`src/hdl/dll_pkg.sv`:
```
// ============================================================================
// dll_pkg - shared types and constants for the linked list engine
// Action and status codes, stream packing widths and node RAM control.
// ============================================================================
`default_nettype none

package dll_pkg;

  // Default node store size
  localparam int unsigned CAPACITY_DEF = 16;

  // Field widths
  localparam int unsigned ACT_W  = 3;
  localparam int unsigned DATA_W = 32;
  localparam int unsigned ST_W   = 3;
  localparam int unsigned POS_W  = 5;

  // Stream data widths, padded to whole bytes
  localparam int unsigned IN_TDATA_W  = 40;
  localparam int unsigned OUT_TDATA_W = 40;

  typedef enum logic [ACT_W-1:0] {
    ACT_APPEND   = 3'd0,
    ACT_SEARCH   = 3'd1,
    ACT_DELETE   = 3'd2,
    ACT_DUMP_FWD = 3'd3,
    ACT_DUMP_BWD = 3'd4
  } action_e;

  typedef enum logic [ST_W-1:0] {
    ST_ADDED    = 3'd0,
    ST_FOUND    = 3'd1,
    ST_NOTFOUND = 3'd2,
    ST_EMPTY    = 3'd3,
    ST_DELETED  = 3'd4,
    ST_FULL     = 3'd5,
    ST_ELEM     = 3'd6
  } status_e;

  // Node RAM control: write enables per field and read enable
  typedef struct packed {
    logic val_we;
    logic next_we;
    logic prev_we;
    logic rd_en;
  } dll_ram_ctl_t;

endpackage : dll_pkg

`default_nettype wire

```
`src/hdl/dll_node_ram.sv`:
```
// ============================================================================
// dll_node_ram - node store of the linked list engine
// Value, forward link and backward link arrays, each with its own write
// port, sharing one registered read port.
// ============================================================================
`default_nettype none

module dll_node_ram
  import dll_pkg::*;
#(
  parameter int unsigned Depth = CAPACITY_DEF,
  parameter int unsigned IdxW  = $clog2(CAPACITY_DEF + 1)
) (
  input  wire logic                        clk_i,
  input  wire dll_ram_ctl_t                ctl_i,
  input  wire logic [$clog2(Depth)-1:0]    val_addr_i,
  input  wire logic [DATA_W-1:0]           val_data_i,
  input  wire logic [$clog2(Depth)-1:0]    next_addr_i,
  input  wire logic [IdxW-1:0]             next_data_i,
  input  wire logic [$clog2(Depth)-1:0]    prev_addr_i,
  input  wire logic [IdxW-1:0]             prev_data_i,
  input  wire logic [$clog2(Depth)-1:0]    rd_addr_i,
  output logic      [DATA_W-1:0]           rd_val_o,
  output logic      [IdxW-1:0]             rd_next_o,
  output logic      [IdxW-1:0]             rd_prev_o
);

  logic [DATA_W-1:0] val_mem  [Depth];
  logic [IdxW-1:0]   next_mem [Depth];
  logic [IdxW-1:0]   prev_mem [Depth];

  // Write ports
  always_ff @(posedge clk_i) begin
    if (ctl_i.val_we) begin
      val_mem[val_addr_i] <= val_data_i;
    end
    if (ctl_i.next_we) begin
      next_mem[next_addr_i] <= next_data_i;
    end
    if (ctl_i.prev_we) begin
      prev_mem[prev_addr_i] <= prev_data_i;
    end
  end

  // Shared read port, data held while not enabled
  always_ff @(posedge clk_i) begin
    if (ctl_i.rd_en) begin
      rd_val_o  <= val_mem[rd_addr_i];
      rd_next_o <= next_mem[rd_addr_i];
      rd_prev_o <= prev_mem[rd_addr_i];
    end
  end

endmodule : dll_node_ram

`default_nettype wire

```
`src/hdl/doubly_linked_list_engine_core.sv`:
```
// Results: append, full and empty results are set in S_START and registered.
// Search/delete walk from the head to the first match or to the tail.
// Dumps: after the walk starts, one element per cycle unless stalled.
// Throughput: one item at a time; walks read one node per cycle through the
// single node RAM read port; a dump walk waits while the output is stalled.
// Reset: rst_ni returns to S_IDLE, sets head and tail to Nil and clears count, node-used flags and the output valid.
// ============================================================================
// doubly_linked_list_engine_core - bounded doubly linked list engine
// Node values and links live in a synchronous RAM; head, tail, count and the
// per-node used flags are registers. Walks follow links one node per cycle when not stalled.
// ============================================================================
`default_nettype none

module doubly_linked_list_engine_core
  import dll_pkg::*;
#(
  parameter int unsigned CAPACITY = CAPACITY_DEF
) (
  input  wire logic                   clk_i,
  input  wire logic                   rst_ni,
  // tdata: [2:0] action, [34:3] value, [39:35] zero
  input  wire logic [IN_TDATA_W-1:0]  s_axis_tdata,
  input  wire logic                   s_axis_tvalid,
  output logic                        s_axis_tready,
  // tdata: [2:0] status, [34:3] value_res, [39:35] position
  output logic [OUT_TDATA_W-1:0]      m_axis_tdata,
  output logic                        m_axis_tvalid,
  output logic                        m_axis_tlast,
  input  wire logic                   m_axis_tready
);

  localparam int unsigned IdxW  = $clog2(CAPACITY + 1);
  localparam int unsigned AddrW = $clog2(CAPACITY);
  localparam logic [IdxW-1:0] Nil = IdxW'(CAPACITY);
  localparam logic [IdxW-1:0] One = IdxW'(1);

  typedef enum logic [2:0] {
    S_IDLE  = 3'b001,
    S_START = 3'b010,
    S_WALK  = 3'b100
  } state_e;

  state_e                    state_q, state_d;
  action_e                   act_q, act_d;
  logic signed [DATA_W-1:0]  val_q, val_d;
  logic [IdxW-1:0]           cur_q, cur_d;
  logic [IdxW-1:0]           pos_q, pos_d;
  logic [IdxW-1:0]           head_q, head_d;
  logic [IdxW-1:0]           tail_q, tail_d;
  logic [IdxW-1:0]           count_q, count_d;
  logic [CAPACITY-1:0]       used_q, used_d;

  logic                      out_valid_q, out_valid_d;
  status_e                   out_status_q, out_status_d;
  logic [DATA_W-1:0]         out_value_q, out_value_d;
  logic [POS_W-1:0]          out_pos_q, out_pos_d;
  logic                      out_last_q, out_last_d;

  logic                      s_accept;
  logic                      slot_free;
  logic [IdxW-1:0]           free_idx;

  // Node RAM interface
  dll_ram_ctl_t              ram_ctl;
  logic [AddrW-1:0]          val_addr, next_addr, prev_addr, rd_addr;
  logic [IdxW-1:0]           next_wdata, prev_wdata;
  logic [DATA_W-1:0]         rd_val;
  logic [IdxW-1:0]           rd_next, rd_prev;

  // Walk helpers
  logic                      is_fwd;
  logic                      match;
  logic                      at_end;
  logic [IdxW-1:0]           step_idx;
  logic [IdxW-1:0]           pv_idx, nx_idx;

  assign s_accept      = s_axis_tvalid & s_axis_tready;
  assign s_axis_tready = (state_q == S_IDLE);
  assign slot_free     = ~out_valid_q | m_axis_tready;

  // Lowest unused node
  always_comb begin
    free_idx = Nil;
    for (int i = CAPACITY - 1; i >= 0; i--) begin
      if (!used_q[i]) begin
        free_idx = IdxW'(i);
      end
    end
  end

  // Walk decode on the node just read
  assign is_fwd   = (act_q != ACT_DUMP_BWD);
  assign match    = (rd_val == val_q);
  assign at_end   = (cur_q == (is_fwd ? tail_q : head_q)) || (pos_q == Nil);
  assign step_idx = is_fwd ? rd_next : rd_prev;
  assign pv_idx   = (cur_q == head_q) ? Nil : rd_prev;
  assign nx_idx   = (cur_q == tail_q) ? Nil : rd_next;

  // Control and datapath
  always_comb begin
    state_d      = state_q;
    act_d        = act_q;
    val_d        = val_q;
    cur_d        = cur_q;
    pos_d        = pos_q;
    head_d       = head_q;
    tail_d       = tail_q;
    count_d      = count_q;
    used_d       = used_q;
    out_valid_d  = out_valid_q & ~m_axis_tready;
    out_status_d = out_status_q;
    out_value_d  = out_value_q;
    out_pos_d    = out_pos_q;
    out_last_d   = out_last_q;
    ram_ctl      = '0;
    val_addr     = free_idx[AddrW-1:0];
    next_addr    = tail_q[AddrW-1:0];
    next_wdata   = free_idx;
    prev_addr    = free_idx[AddrW-1:0];
    prev_wdata   = tail_q;
    rd_addr      = head_q[AddrW-1:0];

    case (state_q)
      S_IDLE: begin
        if (s_accept) begin
          act_d   = action_e'(s_axis_tdata[ACT_W-1:0]);
          val_d   = s_axis_tdata[ACT_W +: DATA_W];
          state_d = S_START;
        end
      end

      S_START: begin
        if (slot_free) begin
          out_value_d  = val_q;
          out_pos_d    = '0;
          out_last_d   = 1'b1;
          case (act_q)
            ACT_APPEND: begin
              out_valid_d = 1'b1;
              state_d     = S_IDLE;
              if (count_q >= Nil || free_idx == Nil) begin
                out_status_d = ST_FULL;
              end else begin
                out_status_d     = ST_ADDED;
                ram_ctl.val_we   = 1'b1;
                ram_ctl.prev_we  = 1'b1;
                ram_ctl.next_we  = (tail_q != Nil);
                if (tail_q == Nil) begin
                  head_d = free_idx;
                end
                tail_d   = free_idx;
                count_d  = count_q + One;
                used_d[free_idx[AddrW-1:0]] = 1'b1;
              end
            end
            ACT_SEARCH, ACT_DELETE, ACT_DUMP_FWD, ACT_DUMP_BWD: begin
              if (head_q == Nil) begin
                out_valid_d  = 1'b1;
                out_status_d = ST_EMPTY;
                if (act_q == ACT_DUMP_FWD || act_q == ACT_DUMP_BWD) begin
                  out_value_d = '0;
                end
                state_d = S_IDLE;
              end else begin
                cur_d         = is_fwd ? head_q : tail_q;
                rd_addr       = cur_d[AddrW-1:0];
                ram_ctl.rd_en = 1'b1;
                pos_d         = One;
                state_d       = S_WALK;
              end
            end
            default: begin
              state_d = S_IDLE;
            end
          endcase
        end
      end

      S_WALK: begin
        rd_addr = step_idx[AddrW-1:0];
        if (act_q == ACT_DUMP_FWD || act_q == ACT_DUMP_BWD) begin
          // One element per beat; hold the walk while the output is busy
          if (slot_free) begin
            out_valid_d  = 1'b1;
            out_status_d = ST_ELEM;
            out_value_d  = rd_val;
            out_pos_d    = is_fwd ? POS_W'(pos_q) : POS_W'(count_q - pos_q + One);
            out_last_d   = at_end;
            if (at_end) begin
              state_d = S_IDLE;
            end else begin
              ram_ctl.rd_en = 1'b1;
              cur_d         = step_idx;
              pos_d         = pos_q + One;
            end
          end
        end else if (match || at_end) begin
          if (slot_free) begin
            out_valid_d = 1'b1;
            out_value_d = val_q;
            out_pos_d   = '0;
            out_last_d  = 1'b1;
            state_d     = S_IDLE;
            if (!match) begin
              out_status_d = ST_NOTFOUND;
            end else if (act_q == ACT_SEARCH) begin
              out_status_d = ST_FOUND;
              out_pos_d    = POS_W'(pos_q);
            end else begin
              // Unlink the matched node
              out_status_d    = ST_DELETED;
              next_addr       = pv_idx[AddrW-1:0];
              next_wdata      = nx_idx;
              prev_addr       = nx_idx[AddrW-1:0];
              prev_wdata      = pv_idx;
              ram_ctl.next_we = (pv_idx != Nil);
              ram_ctl.prev_we = (nx_idx != Nil);
              if (pv_idx == Nil) begin
                head_d = nx_idx;
              end
              if (nx_idx == Nil) begin
                tail_d = pv_idx;
              end
              count_d = count_q - One;
              used_d[cur_q[AddrW-1:0]] = 1'b0;
            end
          end
        end else begin
          // Step to the next node
          ram_ctl.rd_en = 1'b1;
          cur_d         = step_idx;
          pos_d         = pos_q + One;
        end
      end

      default: begin
        state_d = S_IDLE;
      end
    endcase
  end

  // Control registers
  always_ff @(posedge clk_i or negedge rst_ni) begin
    if (!rst_ni) begin
      state_q     <= S_IDLE;
      head_q      <= Nil;
      tail_q      <= Nil;
      count_q     <= '0;
      used_q      <= '0;
      out_valid_q <= 1'b0;
    end else begin
      state_q     <= state_d;
      head_q      <= head_d;
      tail_q      <= tail_d;
      count_q     <= count_d;
      used_q      <= used_d;
      out_valid_q <= out_valid_d;
    end
  end

  // Payload registers
  always_ff @(posedge clk_i) begin
    act_q        <= act_d;
    val_q        <= val_d;
    cur_q        <= cur_d;
    pos_q        <= pos_d;
    out_status_q <= out_status_d;
    out_value_q  <= out_value_d;
    out_pos_q    <= out_pos_d;
    out_last_q   <= out_last_d;
  end

  dll_node_ram #(
    .Depth (CAPACITY),
    .IdxW  (IdxW)
  ) u_node_ram (
    .clk_i       (clk_i),
    .ctl_i       (ram_ctl),
    .val_addr_i  (val_addr),
    .val_data_i  (val_q),
    .next_addr_i (next_addr),
    .next_data_i (next_wdata),
    .prev_addr_i (prev_addr),
    .prev_data_i (prev_wdata),
    .rd_addr_i   (rd_addr),
    .rd_val_o    (rd_val),
    .rd_next_o   (rd_next),
    .rd_prev_o   (rd_prev)
  );

  // Output beat
  assign m_axis_tvalid = out_valid_q;
  assign m_axis_tlast  = out_last_q;
  assign m_axis_tdata  = {out_pos_q, out_value_q, out_status_q};

  // Checks
  a_count_bound: assert property (@(posedge clk_i) disable iff (!rst_ni)
    count_q <= Nil)
    else $error("node count above capacity");

  a_used_count: assert property (@(posedge clk_i) disable iff (!rst_ni)
    $countones(used_q) == 32'(count_q))
    else $error("used flags disagree with node count");

  a_head_empty: assert property (@(posedge clk_i) disable iff (!rst_ni)
    (head_q == Nil) == (count_q == '0))
    else $error("head marker disagrees with node count");

  a_walk_node: assert property (@(posedge clk_i) disable iff (!rst_ni)
    (state_q == S_WALK) |-> (cur_q != Nil) && used_q[cur_q[AddrW-1:0]])
    else $error("walk on an unlinked node");

  a_accept_start: assert property (@(posedge clk_i) disable iff (!rst_ni)
    s_accept |=> (state_q == S_START))
    else $error("accepted beat not started");

endmodule : doubly_linked_list_engine_core

`default_nettype wire

```
`config.mk`:
```
export PLATFORM = sky130hd
export DESIGN_NAME = doubly_linked_list_engine_core
export DESIGN_NICKNAME = d
export VERILOG_FILES = /design/src/hdl/dll_pkg.sv /design/src/hdl/dll_node_ram.sv /design/src/hdl/doubly_linked_list_engine_core.sv
export SDC_FILE = /design/constraint.sdc
export NUM_CORES = 1
export LEC_CHECK = 0
export BUFFER_PORTS_ARGS = -buffer_cell sky130_fd_sc_hd__buf_4
export CAP_MARGIN = 30
export CORE_ASPECT_RATIO = 0.8
export CORE_MARGIN = 5
export CORE_UTILIZATION = 55
export DETAILED_ROUTE_END_ITERATION = 12
export GPL_TIMING_DRIVEN = 0
export PLACE_DENSITY = 0.76
export SLEW_MARGIN = 20
export SYNTH_ARGS = -nofsm -noshare
export SYNTH_HDL_FRONTEND = slang
export SYNTH_SLANG_ARGS = --single-unit
```
`constraint.sdc`:
```
create_clock -name clk_i -period 7.4 [get_ports clk_i]
set_input_delay 1.11 -clock clk_i [delete_from_list [all_inputs] [get_ports clk_i]]
set_output_delay 1.11 -clock clk_i [all_outputs]
set_load 0.03 [all_outputs]
```
Yosys cells after proc, flatten, opt, wreduce, memory -nomap -nowiden --
Memories as Yosys holds them, arrays and structs flattened. A register that Yosys moved wholly into a read port is not among the register bits. Cells that the tools add are included.
Storage, ports and cells: memories kept 3, memory bits (writable) 672, logic and storage cells 277, input port bits 44, flip-flop bits (word level) 121
Operators by class: add/subtract/negate cells 5, $lt $le $gt $ge 5, bitwise operators 8, reduce and logical (&&, ||, !) cells 18, eq/ne operators 43, muxes and demuxes 181
Memories:
- u_node_ram.val_mem | depth 16, bits a word 32, rd ports 1, clocked after Yosys merged registers in 1, wr ports 1, line dll_node_ram.sv:28 | logic [DATA_W-1:0] val_mem [Depth];
- u_node_ram.next_mem | depth 16, bits a word 5, rd ports 1, clocked after Yosys merged registers in 1, wr ports 1, line dll_node_ram.sv:29 | logic [IdxW-1:0] next_mem [Depth];
- u_node_ram.prev_mem | depth 16, bits a word 5, rd ports 1, clocked after Yosys merged registers in 1, wr ports 1, line dll_node_ram.sv:30 | logic [IdxW-1:0] prev_mem [Depth];
Operators with widths (count):
- $mux W5 | 82
- $mux W32 | 8
- $mux W16 | 8
- $mux W4 | 16
- $pmux W32 S2 | 1
- $mux W3 | 20
- $pmux W5 S2 | 6
- $eq A32 B32 Y1 | 1
- $pmux W16 S2 | 1
- $eq A5 B5 Y1 const B | 6
- $mux W1 | 24
- $ne A3 B3 Y1 const B | 8
- $ne A2 B2 Y1 const B | 11
- $pmux W3 S2 | 3
- $and A16 B16 Y16 | 1
- $not A16 Y16 | 1
- $or A16 B16 Y16 | 1
- $add A5 B1 Y5 const B | 3
- $eq A5 B5 Y1 | 3
- $ne A5 B5 Y1 const B | 3
- $reduce_and A7 Y1 | 2
- $reduce_and A11 Y1 | 1
- $lt A4 B5 Y1 const B | 2
- $mux W2 | 5
- other kinds (27) | 43

Logic depth before layout (Yosys ltp) --
depth in word-level cells 25, gate-level depth with buffers 13, gate-level depth less buffers 10

Hierarchy --
Synthesis repeated with hierarchy kept, for this count alone.
Unflattened totals: cell total of the unflattened synthesis 1720, area, all modules 33169.3 um2
By module, submodules not included:
- dll_node_ram | area each 26701.9 um2, cells an instance 1138, instances 1
- doubly_linked_list_engine_core | area each 6467.5 um2, cells an instance 582, instances 1

Worst setup path after synthesis --
No wires, ideal clock.
path type register -> register, start register act_q[1], end register out_pos_q[0] (enable), path buffers 2, period minus slack after synthesis 4.370 ns, cell stages (with the launch flop) 10, path slack 3.030 ns, arrival time 3.926 ns, cell sequence edfxtp_1 -> or3b_1 -> buf_2 -> clkbuf_1 -> mux2i_1 -> xor2_1 -> nand4_1 -> o21ai_0 -> o31ai_1 -> a21oi_1
Between the ends: word-level cells in the longest chain between the ends 7, elaborated cells between the ends (all ways) 12, classes of those cells eq/ne: 7; mux: 1; reduce/logical: 4
Ends and longest elaborated chain:
- start: declaration | line doubly_linked_list_engine_core.sv:44 | action_e act_q, act_d;
- start signal: assignment | line doubly_linked_list_engine_core.sv:263 | act_q <= act_d;
- $ne A3 B3 Y1 | line doubly_linked_list_engine_core.sv:92 | assign is_fwd = (act_q != ACT_DUMP_BWD);
- $mux W5 | line doubly_linked_list_engine_core.sv:94 | assign at_end = (cur_q == (is_fwd ? tail_q : head_q)) || (pos_q == Nil);
- $eq A5 B5 Y1 | line doubly_linked_list_engine_core.sv:94
- $logic_or A1 B1 Y1 | line doubly_linked_list_engine_core.sv:94
- $logic_or A1 B1 Y1 | line doubly_linked_list_engine_core.sv:197 | end else if (match || at_end) begin
- $ne A3 B3 Y1 (no source line)
- $reduce_and A5 Y1 (no source line) *
- end signal: assignment | line doubly_linked_list_engine_core.sv:269 | out_pos_q <= out_pos_d;
- end: declaration | line doubly_linked_list_engine_core.sv:56 | logic [POS_W-1:0] out_pos_q, out_pos_d;
Every way passes the cells marked *; elsewhere a longest branch is shown, timed or not. A chain may end at the register's enable or synchronous reset.

Final worst setup path --
start register val_q[0], end memory u_node_ram.prev_mem[11][3] (netlist name) (enable)
Between the ends: word-level cells in the longest chain between the ends 8, elaborated cells between the ends (all ways) 14, classes of those cells eq/ne: 1; mux: 12; reduce/logical: 1
Ends and longest elaborated chain:
- start: declaration | line doubly_linked_list_engine_core.sv:45 | logic signed [DATA_W-1:0] val_q, val_d;
- start signal: assignment | line doubly_linked_list_engine_core.sv:264 | val_q <= val_d;
- $eq A32 B32 Y1 * | line doubly_linked_list_engine_core.sv:93 | assign match = (rd_val == val_q);
- $mux W2 | line doubly_linked_list_engine_core.sv:204 | if (!match) begin
- $mux W2 | line doubly_linked_list_engine_core.sv:198 | if (slot_free) begin
- $mux W2 | line doubly_linked_list_engine_core.sv:197
- $mux W2 | line doubly_linked_list_engine_core.sv:181 | if (act_q == ACT_DUMP_FWD || act_q == ACT_DUMP_BWD) begin
- $pmux W3 S2 | line doubly_linked_list_engine_core.sv:123 | case (state_q)
- $mux W1 | line dll_node_ram.sv:40 | if (ctl_i.prev_we) begin
- $mux W1 (not written as such) | line dll_node_ram.sv:41 | prev_mem[prev_addr_i] <= prev_data_i;
- end: declaration | line dll_node_ram.sv:30
Marks and branches as above.

==> impl_metrics.env <==
export IMPL_setup_tns_ns=0
export IMPL_grt_use_met2_pct=39.1
export IMPL_synth_flop_cell="edfxtp_1"
export IMPL_ys_async_sr_fraction_pct=4.19
export IMPL_grt_total_usage_pct=26.1
export IMPL_grt_max_degree=43
export IMPL_syn_instance_count=2019
export IMPL_port_buffers=81
export IMPL_root_buffer="clkbuf_16"
export IMPL_slew_violations=0
export IMPL_place_congestion=0.911
export IMPL_crit_end="u_node_ram.prev_mem[11][3]"
export IMPL_grt_setup_unrepaired="false"
export IMPL_synth_top_area_share_pct=71.2
export IMPL_ys_top_cells_by_area="edfxtp_1, mux2i_1, o22ai_1"
export IMPL_num_nets_final=2273
export IMPL_finalSetupViolations=0
export IMPL_min_period_over_period_pct=64.4
export IMPL_fin_crit_ns=4.77
export IMPL_r2r_end="u_node_ram.prev_mem[11][3]"
export IMPL_drt_total_wl_um=87500
export IMPL_cap_viol_max_count=0
export IMPL_endpoint_kind="flip-flop"
export IMPL_ys_seq_area_share_pct=73.8
export IMPL_yosys_mux_area_fraction_pct=10.7
export IMPL_drtAntennaViolNets=0
export IMPL_io_pins=87
export IMPL_rr_startpoint="val_q[0]"
export IMPL_yosysMostFrequentCell="edfxtp_1"
export IMPL_ys_types=71
export IMPL_relSlewSlack_pct=31.7
export IMPL_hold_violations=0
export IMPL_clk_path_buf_depth=3
export IMPL_post_drt_wl_per_cell_um=28.1
export IMPL_clk_pin_slew_ns=0.06
export IMPL_start_util_pct=55.4
export IMPL_crit_path_start_kind="flip-flop"
export IMPL_synth_edf_count=800
export IMPL_drc_errors=0
export IMPL_vias_per_cell=6.43
export IMPL_syn_to_final_growth_pct=15.3
export IMPL_layout_setup_ws_ns=2.63
export IMPL_use_met3_pct=5.92
export IMPL_rows=81
export IMPL_coreArea_um2=60900
export IMPL_synth_common_cells="edfxtp_1, mux2i_1, o22ai_1"
export IMPL_ctsResizeCount=0
export IMPL_powerDensity_nw_per_um2=291
export IMPL_worst_setup_path_type="reg -> reg"
export IMPL_busiest_layer="met2"
export IMPL_fin_skew_ns=0.0202
export IMPL_worstSetupStartpoint="val_q[0]"
export IMPL_postCtsHoldBufs=0
export IMPL_synth_area_um2=33700
export IMPL_hp_class="in -> async"
export IMPL_die_area_um2=66400
export IMPL_avgSynthCellArea_um2=16.7
export IMPL_rr_worst_depth=8
export IMPL_drtIter0Drc=2917
export IMPL_worstPathRequired_ns=7.67
export IMPL_antenna_cells=0
export IMPL_use_met1_pct=39.0
export IMPL_finalNonFillerCells=3109
export IMPL_p_leak_nw=15.3
export IMPL_die_w_um=287
export IMPL_gr_total_overflow=0
export IMPL_synth_xor_xnor_area_share_pct=1.51
export IMPL_tritoncts="done"
export IMPL_ys_ff_latch=835
export IMPL_arrival_ns=5.03
export IMPL_grt_pass1_vias=19600
export IMPL_htreeDepth=3
export IMPL_drive_gt1_share_pct=15.9
export IMPL_synthAdderAreaFrac_pct=0.564
export IMPL_dr_total_vias=20000
export IMPL_crit_path_max_fanout=18
export IMPL_dp_cells=2962
export IMPL_yosys_area_share_simple_pct=4.25
export IMPL_fmax_ghz=0.210
export IMPL_hpwl_um=58400
export IMPL_clk_latency_ns=0.64
export IMPL_rrSetupSlack_ns=2.63
export IMPL_ir_worst_vdd_uv=195
export IMPL_cts_num_sinks=835
export IMPL_grt_pass1_wl_um=127000
export IMPL_dr_pass1_iters=6
export IMPL_synth_compound_area_share_pct=7.27
export IMPL_ys_warn_count=0
export IMPL_die_h_um=232
export IMPL_tightest_slew_ns=1.02
export IMPL_outcome="completed"
export IMPL_yosys_area_top_type="edfxtp_1"
export IMPL_pre_cts_slack_ns=2.70
export IMPL_cts_made_buffers=80
export IMPL_synth_top_family_by_area="multiplexers"
export IMPL_antenna_found_initial=0
export IMPL_post_cts_buffers=0
export IMPL_syn_nets=2077
==> routing by layer <==
layer  vias to the layer above  wire length, um
li1                       8460                -
met1                     10100            35900
met2                      1238            39200
met3                       159            10100
met4                         0             2290
met5                         -                0
==> cell usage in the layout, fill, tap and decap left out, types with 20 or more instances in the layout <==
cell,netlist,final
edfxtp_1,800,800
mux2i_1,348,347
o22ai_1,172,172
buf_4,11,95
clkbuf_16,0,81
buf_2,56,58
nor2_1,72,57
nand2_1,49,49
or4_1,47,47
xnor2_1,45,45
clkbuf_1,29,40
o21ai_0,40,35
a22o_1,34,34
dfrtp_1,32,32
inv_1,24,24
a21oi_1,25,24
nand3_1,20,20
==> critical path, stage by stage (launching register included) <==
cell,delay (ns)
edfxtp_1,0.69
xnor2_1,0.49
nand4_1,0.34
nor4_1,0.84
nand3_1,0.53
clkbuf_1,0.42
o32ai_1,0.25
o21ai_0,0.33
nor2_1,0.49
==> report_power, final <==
part / internal [mW] / total, mW / leakage (nW) / switching (mW)
clock network: 2.41 / 4.19 / 1.29 / 1.78
registers: 5.52 / 5.77 / 7.94 / 0.252
logic: 0.491 / 1.38 / 6.11 / 0.885
==> per-stage QoR <==
step | hold slack [ns] | instance area [um2] | power, mW | utilization [%]
after floorplan | 0.478 | 33700 | 6.62 | -
final | 0.451 | 38900 | 11.3 | 63.9
after CTS | 0.441 | 38900 | 11.3 | 63.8
after global routing | 0.469 | 38900 | 11.6 | 63.9
after detailed placement | 0.518 | 36200 | 7.22 | 59.5
after global placement | 0.501 | 35400 | 7.14 | 58.1
==> registers in the layout, indices dropped and copies added, names as in the netlist <==
name and flops:
act_q 3, head_q 5, out_pos_q 5, cur_q 5
m_axis_tvalid 1, u_node_ram.rd_next_o 5, m_axis_tlast 1, used_q 16
u_node_ram.prev_mem 80, out_value_q 32, out_status_q 3, u_node_ram.rd_val_o 32
u_node_ram.rd_prev_o 5, state_q 3, pos_q 5, u_node_ram.next_mem 80
u_node_ram.val_mem 512, tail_q 5, val_q 32, count_q 5
==> logic make-up (layout without fill, tap and decap cells) <==
logic type / after synthesis / count (layout)
flops: 835 / 835
mux: 359 / 359
compound gates: 357 / 357
simple gates: 263 / 263
buf+inv: 133 / 393
xor+xnor: 58 / 58
fa+ha+maj: 14 / 14
==> how the worst min path moves through the flow <==
stage | to | start
3_5_place_dp | count_q[1] | count_q[1]
4_1_cts | used_q[11] | rst_ni
3_3_place_gp | count_q[1] | count_q[1]
5_1_grt | count_q[2] | rst_ni
2_1_floorplan | count_q[1] | count_q[1]
6_report | used_q[11] | rst_ni
==> area by class of cell <==
cell class | count | area, um2
multi-input combinational | 1051 | 8340
fill | 4102 | 22000
sequential | 835 | 24900
buffer | 109 | 551
timing repair buffer | 114 | 1310
clock inverter | 54 | 597
inverter | 24 | 90.1
clock buffer | 92 | 2070
tap | 830 | 1040
Power figures use the tool's default switching activity.
